==> config.mk <==
export PLATFORM = sky130hd
export DESIGN_NAME = retransmit_timeout_table
export DESIGN_NICKNAME = d
export VERILOG_FILES = /design/src/design/rtt_pkg.sv /design/src/design/rtt_mem.sv /design/src/design/retransmit_timeout_table.sv
export SDC_FILE = /design/constraint.sdc
export NUM_CORES = 2
export LEC_CHECK = 0
export BUFFER_PORTS_ARGS = -buffer_cell sky130_fd_sc_hd__buf_2
export CAP_MARGIN = 30
export CORE_MARGIN = 2
export CORE_UTILIZATION = 40
export CTS_BUF_LIST = sky130_fd_sc_hd__clkbuf_2
export DETAILED_ROUTE_END_ITERATION = 6
export GPL_TIMING_DRIVEN = 0
export PLACE_DENSITY_LB_ADDON = 0.1
export SYNTH_ARGS = -nofsm -noshare
export SYNTH_HDL_FRONTEND = slang
export SYNTH_SLANG_ARGS = --single-unit
==> constraint.sdc <==
create_clock -name clk -period 22.7 [get_ports clk]
set_input_delay 4.54 -clock clk [delete_from_list [all_inputs] [get_ports clk]]
set_output_delay 4.54 -clock clk [all_outputs]
set_load 0.01 [all_outputs]
==> src/design/rtt_pkg.sv <==
// Shared constants and types for the retransmit timeout table.
package rtt_pkg;
	localparam int unsigned DEPTH_DEFAULT = 32;
	localparam int unsigned ID_W = 16;
	localparam int unsigned TIME_W = 48;
	localparam int unsigned PERIOD_W = 32;
	localparam int unsigned TALLY_W = 6;

	localparam logic [1:0] ACT_INSERT = 2'd0;
	localparam logic [1:0] ACT_ACK    = 2'd1;
	localparam logic [1:0] ACT_TICK   = 2'd2;
	localparam logic [1:0] ACT_QUERY  = 2'd3;

	localparam logic [1:0] ST_OK       = 2'd0;
	localparam logic [1:0] ST_FULL     = 2'd1;
	localparam logic [1:0] ST_NOTFOUND = 2'd2;
	localparam logic [1:0] ST_EMPTY    = 2'd3;

	typedef struct packed {
		logic              kind;
		logic [ID_W-1:0]   id;
		logic [TIME_W-1:0] oldest;
		logic [TALLY_W-1:0] tally;
		logic [1:0]        status;
		logic              last;
	} result_t;
endpackage

==> src/design/rtt_mem.sv <==
// Entry store: one write port, one registered read port.
module rtt_mem import rtt_pkg::*; #(
	parameter int unsigned DEPTH = DEPTH_DEFAULT,
	parameter int unsigned AW = (DEPTH > 1) ? $clog2(DEPTH) : 1
) (
	input  logic                      clk,
	input  logic                      we,
	input  logic [AW-1:0]             waddr,
	input  logic [ID_W+TIME_W-1:0]    wdata,
	input  logic [AW-1:0]             raddr,
	output logic [ID_W+TIME_W-1:0]    rdata
);
	logic [ID_W+TIME_W-1:0] mem [DEPTH];

	always_ff @(posedge clk) begin
		if (we) begin
			mem[waddr] <= wdata;
		end
		rdata <= mem[raddr];
	end
endmodule

==> src/design/retransmit_timeout_table.sv <==
// Retransmit timeout table: an insert, or any action on an empty table, goes from idle straight
// to the done state, which registers its completion; the next item is taken back in idle. Ack,
// tick and query walk the held entries through the store, a read state and an evaluate state
// per entry, then the done state registers the completion. A waiting result that is stalled
// holds the evaluate and done states, and no new item is taken until the walk is done.
// Reset clears the count, the period and the output valid; the store is not cleared.
module retransmit_timeout_table import rtt_pkg::*; #(
	parameter int unsigned TABLE_DEPTH = DEPTH_DEFAULT
) (
	input  logic                clk,
	input  logic                arst_n,
	input  logic                in_valid,
	output logic                in_stall,
	input  logic [1:0]          action,
	input  logic [ID_W-1:0]     packet_id,
	input  logic [TIME_W-1:0]   time_value,
	input  logic                cfg_valid,
	output logic                cfg_ready,
	input  logic [PERIOD_W-1:0] cfg_data,
	output logic                out_valid,
	input  logic                out_stall,
	output logic                result_kind,
	output logic [ID_W-1:0]     resend_id,
	output logic [TIME_W-1:0]   oldest_time,
	output logic [TALLY_W-1:0]  tally,
	output logic [1:0]          status,
	output logic                last
);
	localparam int unsigned AW = (TABLE_DEPTH > 1) ? $clog2(TABLE_DEPTH) : 1;
	localparam logic [TALLY_W-1:0] DEPTH_C = TALLY_W'(TABLE_DEPTH);

	localparam logic [2:0] S_IDLE = 3'd0;
	localparam logic [2:0] S_READ = 3'd1; // address issued, data next cycle
	localparam logic [2:0] S_EVAL = 3'd2; // data valid
	localparam logic [2:0] S_DONE = 3'd3;

	logic [2:0]          state_q;
	logic [1:0]          act_q;
	logic [ID_W-1:0]     id_q;
	logic [TIME_W-1:0]   tv_q;
	logic [PERIOD_W-1:0] period_q;
	logic [TALLY_W-1:0]  count_q;
	logic [TALLY_W-1:0]  idx_q;    // entry being read
	logic [TALLY_W-1:0]  resent_q;
	logic                found_q;
	logic [TIME_W-1:0]   min_q;
	result_t             res_q;
	logic                res_valid_q;

	logic                we;
	logic [AW-1:0]       waddr, raddr;
	logic [ID_W+TIME_W-1:0] wdata, rdata;
	logic [ID_W-1:0]     rd_id;
	logic [TIME_W-1:0]   rd_time;
	logic                out_free;
	logic                expired;

	assign rd_id   = rdata[ID_W+TIME_W-1:TIME_W];
	assign rd_time = rdata[TIME_W-1:0];
	assign out_free = !res_valid_q || !out_stall;
	assign expired = ({1'b0, rd_time} + {{(TIME_W+1-PERIOD_W){1'b0}}, period_q})
		< {1'b0, tv_q};

	rtt_mem #(.DEPTH(TABLE_DEPTH), .AW(AW)) u_mem (
		.clk(clk), .we(we), .waddr(waddr), .wdata(wdata), .raddr(raddr), .rdata(rdata)
	);

	assign in_stall  = (state_q != S_IDLE);
	assign cfg_ready = (state_q == S_IDLE) && !res_valid_q;

	// store control
	always_comb begin
		we = 1'b0;
		waddr = idx_q[AW-1:0];
		wdata = {rd_id, rd_time};
		raddr = idx_q[AW-1:0];
		if (state_q == S_IDLE && in_valid && action == ACT_INSERT && count_q < DEPTH_C) begin
			we = 1'b1;
			waddr = count_q[AW-1:0];
			wdata = {packet_id, time_value};
		end else if (state_q == S_EVAL && out_free) begin
			// compacting ack: write entry idx into idx-1
			if (act_q == ACT_ACK && found_q) begin
				we = 1'b1;
				waddr = AW'(idx_q - 1'b1);
			end else if (act_q == ACT_TICK && expired) begin
				we = 1'b1;
				wdata = {rd_id, tv_q};
			end
		end
	end

	always_ff @(posedge clk or negedge arst_n) begin
		if (!arst_n) begin
			state_q <= S_IDLE;
			count_q <= '0;
			period_q <= '0;
			res_valid_q <= 1'b0;
		end else begin
			if (res_valid_q && !out_stall) begin
				res_valid_q <= 1'b0;
			end
			if (cfg_valid && cfg_ready) begin
				period_q <= cfg_data;
			end
			unique case (state_q)
				S_IDLE: begin
					if (in_valid) begin
						act_q <= action;
						id_q <= packet_id;
						tv_q <= time_value;
						idx_q <= '0;
						resent_q <= '0;
						// for an insert, flag a full table at the transfer
						found_q <= (action == ACT_INSERT) && (count_q >= DEPTH_C);
						min_q <= '1;
						if (action == ACT_INSERT) begin
							if (count_q < DEPTH_C) begin
								count_q <= count_q + 1'b1;
							end
							state_q <= S_DONE;
						end else if (count_q == '0) begin
							state_q <= S_DONE;
						end else begin
							state_q <= S_READ;
						end
					end
				end
				S_READ: begin
					state_q <= S_EVAL;
				end
				S_EVAL: begin
					if (out_free) begin
						if (act_q == ACT_ACK && !found_q && rd_id == id_q) begin
							found_q <= 1'b1;
						end
						if (act_q == ACT_QUERY && rd_time < min_q) begin
							min_q <= rd_time;
						end
						if (act_q == ACT_TICK && expired) begin
							res_q <= '{kind: 1'b0, id: rd_id, oldest: '0, tally: '0,
								status: ST_OK, last: 1'b0};
							res_valid_q <= 1'b1;
							resent_q <= resent_q + 1'b1;
						end
						idx_q <= idx_q + 1'b1;
						state_q <= (idx_q + 1'b1 == count_q) ? S_DONE : S_READ;
					end
				end
				S_DONE: begin
					if (out_free) begin
						res_q.kind <= 1'b1;
						res_q.id <= '0;
						res_q.oldest <= '0;
						res_q.last <= 1'b1;
						res_q.status <= ST_OK;
						res_q.tally <= count_q;
						unique case (act_q)
							ACT_INSERT: begin
								if (found_q) begin
									res_q.status <= ST_FULL;
								end
							end
							ACT_ACK: begin
								if (found_q) begin
									count_q <= count_q - 1'b1;
									res_q.tally <= count_q - 1'b1;
								end else begin
									res_q.status <= ST_NOTFOUND;
								end
							end
							ACT_TICK: res_q.tally <= resent_q;
							default: begin
								if (count_q == '0) begin
									res_q.status <= ST_EMPTY;
									res_q.tally <= '0;
								end else begin
									res_q.oldest <= min_q;
								end
							end
						endcase
						res_valid_q <= 1'b1;
						state_q <= S_IDLE;
					end
				end
				default: state_q <= S_IDLE;
			endcase
		end
	end

	assign out_valid   = res_valid_q;
	assign result_kind = res_q.kind;
	assign resend_id   = res_q.id;
	assign oldest_time = res_q.oldest;
	assign tally       = res_q.tally;
	assign status      = res_q.status;
	assign last        = res_q.last;

	a_count: assert property (@(posedge clk) disable iff (!arst_n)
		count_q <= DEPTH_C) else $error("entry count beyond depth");
	a_busy: assert property (@(posedge clk) disable iff (!arst_n)
		(in_valid && !in_stall && action != ACT_INSERT && count_q != '0) |=> in_stall)
		else $error("walk did not start");
	a_hold: assert property (@(posedge clk) disable iff (!arst_n)
		(out_valid && out_stall) |=> (out_valid && $stable(res_q)))
		else $error("result lost under stall");
endmodule
==> metrics.txt <==
status=complete, no violations; most frequent CP cell=buf_6; I/O Buffers=between 150 and 200; H-tree depth=6; Cell Rows=177; Die ar.=238000 um2; global placement routability congestion=~0.83; Num CTS Buffers=approximately 620; Final #Nets=around 6000; worst path arrival time=between 10 and 15 ns; number of cells on the critical path=28; hold-critical path depth=1; IR Drop Worst-Case VDD=around 0.066 mV; share of cells above drive strength 1=between 40% and 50%; Leak=38.3 nW; clock tree sinks=about 2400; gr ovfl total=0; area delta synth->final=18.5%; Synth top area share=between 70 and 80%; cell count of the worst reg-to-reg path=28; WP buf/inv=7; syn nets=4687; post-DP HPWL=210000 um; Ys Warns=0; unrepaired setup endpoints after global routing=false; DR vias=51399; clock transition at the registers of the reported paths=about 0.11 ns; post-CTS sizing=0; ys async rst share=1.74%; Min-Delay Path Class=flop to flop; relative slew slack=12.4%; Synth Instances=around 4500; Max Clock Freq=around 110 MHz; first-pass GRT wire length=about 400000 um; Commonest cells post-synth=2248 x edfxtp_1, 640 x mux4_2, 172 x clkbuf_1, 152 x nand2_1, 132 x ha_1; startpoint class of the critical path=flop; CTS tree=done; pin count of the biggest net entering global routing=33; Power Density=around 120 nW/um2; DR iter-0 viols=between 5000 and 6000; Worst Max-Slew Pin Slew=1.31 ns; critical path's top delay family=simple AND/OR/NAND/NOR gates; Die Ht=488 um; top post-synthesis cells by area=edfxtp_1 72%, mux4_2 15%, ha_1 1.8%; Distinct cells, synth=67; Vias/cell=~5.5; cts hold-fix bufs=0; cell with the most instances after synthesis=edfxtp_1; critical path peak fanout=10; slowest stage cell, crit path=nor3_2; fin util=47.7%; synthesized area per cell=between 20 and 25 um2; latest clock arrival within the worst-skew pair=between 1.5 and 2 ns; area of the mapped netlist=~94000 um2; CP endpoint kind=flop; Starting Density=slightly above 40%; setup bufs post-CTS=0; drt wl/cell=approximately 31 um; final wirelength=between 200000 and 300000 um; Synth Register Bits=about 2400; initial antenna violation count=19; fin cells=between 9000 and 10000; vias in the first global route=about 53000; sequential fraction of the synthesis area=between 70% and 80%; EDFF count, synth=between 2000 and 2500; slowest stage delay, CP=between 0.7 and 0.8 ns; # Max-Cap Violations=0; Die W=roughly 500 um; # setup viols final=0; clk_skew=0.161 ns; Residual DRC=0; Min Clock Period, post-route=roughly 9 ns; period utilization=about 40%; WP data required=approximately 24 ns; core area=~230000 um2; Fin. Hold Viols=0; Root Driver=clkbuf_2; TritonRoute pass-1 iters=5; Pins Over Slew Limit=0; GRT Overall Usage=between 20% and 30%; top_reg_cell synth=edfxtp_1; dominant cell type by area after synthesis=edfxtp_1; IO Pins=180; Routed Antenna Nets=0; Clock Tree Buf Depth=4; kind of critical path=flop to flop; # placed instances=around 8200
==> final cells by class <==
| class | instances | area (um2) |
|---|---|---|
| Antenna cell | 9 | 22.5 |
| Multi-Input combinational cell | 1759 | 22800 |
| Timing Repair Buffer | 691 | 7840 |
| Clock buffer | 919 | 4600 |
| Tap cell | 3132 | 3920 |
| Fill cell | 19830 | 122000 |
| Inverter | 112 | 420 |
| Clock inverter | 116 | 696 |
| Sequential cell | 2353 | 69800 |
| Buffer | 227 | 913 |
==> cell families after synthesis <==
family	synth area share, %
buf+inv	1.39
mux	16.6
fa+ha+maj	1.78
xor+xnor	0.776
simple gates	2.64
compound gates	2.29
flops	74.5
==> routing by layer <==
metal,up-vias,wire length (um),track usage (%)
li1,21549,-,-
met1,27192,118000,32.0
met2,2213,143000,40.2
met3,443,19700,4.76
met4,2,9910,9.36
met5,-,13,0
==> final timing paths <==
kind	end	from	slack [ns]
worst max-delay path	u_mem.mem[17][36]$_DFFE_PP_	u_mem.rdata[0]$_DFF_P_	13.53
min in group asynchronous	period_q[17]$_DFFE_PN0P_	arst_n	2.67
worst min-delay path	period_q[22]$_DFFE_PN0P_	period_q[22]$_DFFE_PN0P_	0.53
worst min register to register	period_q[22]$_DFFE_PN0P_	period_q[22]$_DFFE_PN0P_	0.53
worst max register to register	u_mem.mem[17][36]$_DFFE_PP_	u_mem.rdata[0]$_DFF_P_	13.53
max in group asynchronous	count_q[5]$_DFFE_PN0P_	arst_n	19.34
==> state kept, by name (all words and copies together) (netlist names) <==
register,count
u_mem.mem,2048
u_mem.rdata,64
min_q,48
oldest_time,48
tv_q,48
period_q,32
id_q,16
resend_id,16
count_q,6
idx_q,6
resent_q,6
tally,6
act_q,2
state_q,2
status,2
found_q,1
out_valid,1
result_kind,1
==> through the flow <==
step	power [W]	setup slack [ns]	TNS (ns)	hold WS (ns)	area, um2
after CTS	0.0129	13.56	0	0.535	110000
after global placement	0.00965	-0.532	-216.03	0.510	98500
after detailed placement	0.00996	13.48	0	0.508	105000
after global routing	0.0136	13.17	0	0.553	111000
after floorplan	0.00820	11.77	0	0.487	93700
final	0.0129	13.53	0	0.529	111000
==> cell usage in the layout, fill, tap and decap left out, types with 46 or more instances in the layout <==
| cell | synthesis | final |
|---|---|---|
| buf_2 | 6 | 193 |
| nor4_1 | 54 | 52 |
| buf_16 | 0 | 46 |
| mux4_2 | 640 | 640 |
| dfxtp_1 | 64 | 64 |
| buf_6 | 3 | 314 |
| a21oi_1 | 107 | 107 |
| clkbuf_2 | 0 | 938 |
| buf_8 | 0 | 125 |
| nand2_1 | 152 | 152 |
| edfxtp_1 | 2248 | 2248 |
| or2_2 | 46 | 46 |
| inv_1 | 111 | 111 |
| nor2_1 | 61 | 60 |
| ha_1 | 132 | 132 |
| clkbuf_1 | 172 | 153 |
| mux2_2 | 97 | 97 |
| clkinv_1 | 1 | 84 |
| a221o_1 | 49 | 49 |
==> power by group <==
group,total (W),switching [W],leakage (nW),internal (W)
clock network,0.00289,0.00172,4.16,0.00116
registers,0.00588,0.000178,21.3,0.00570
logic,0.00414,0.00250,12.9,0.00164
No activity file was read; power rests on OpenSTA's default activity.
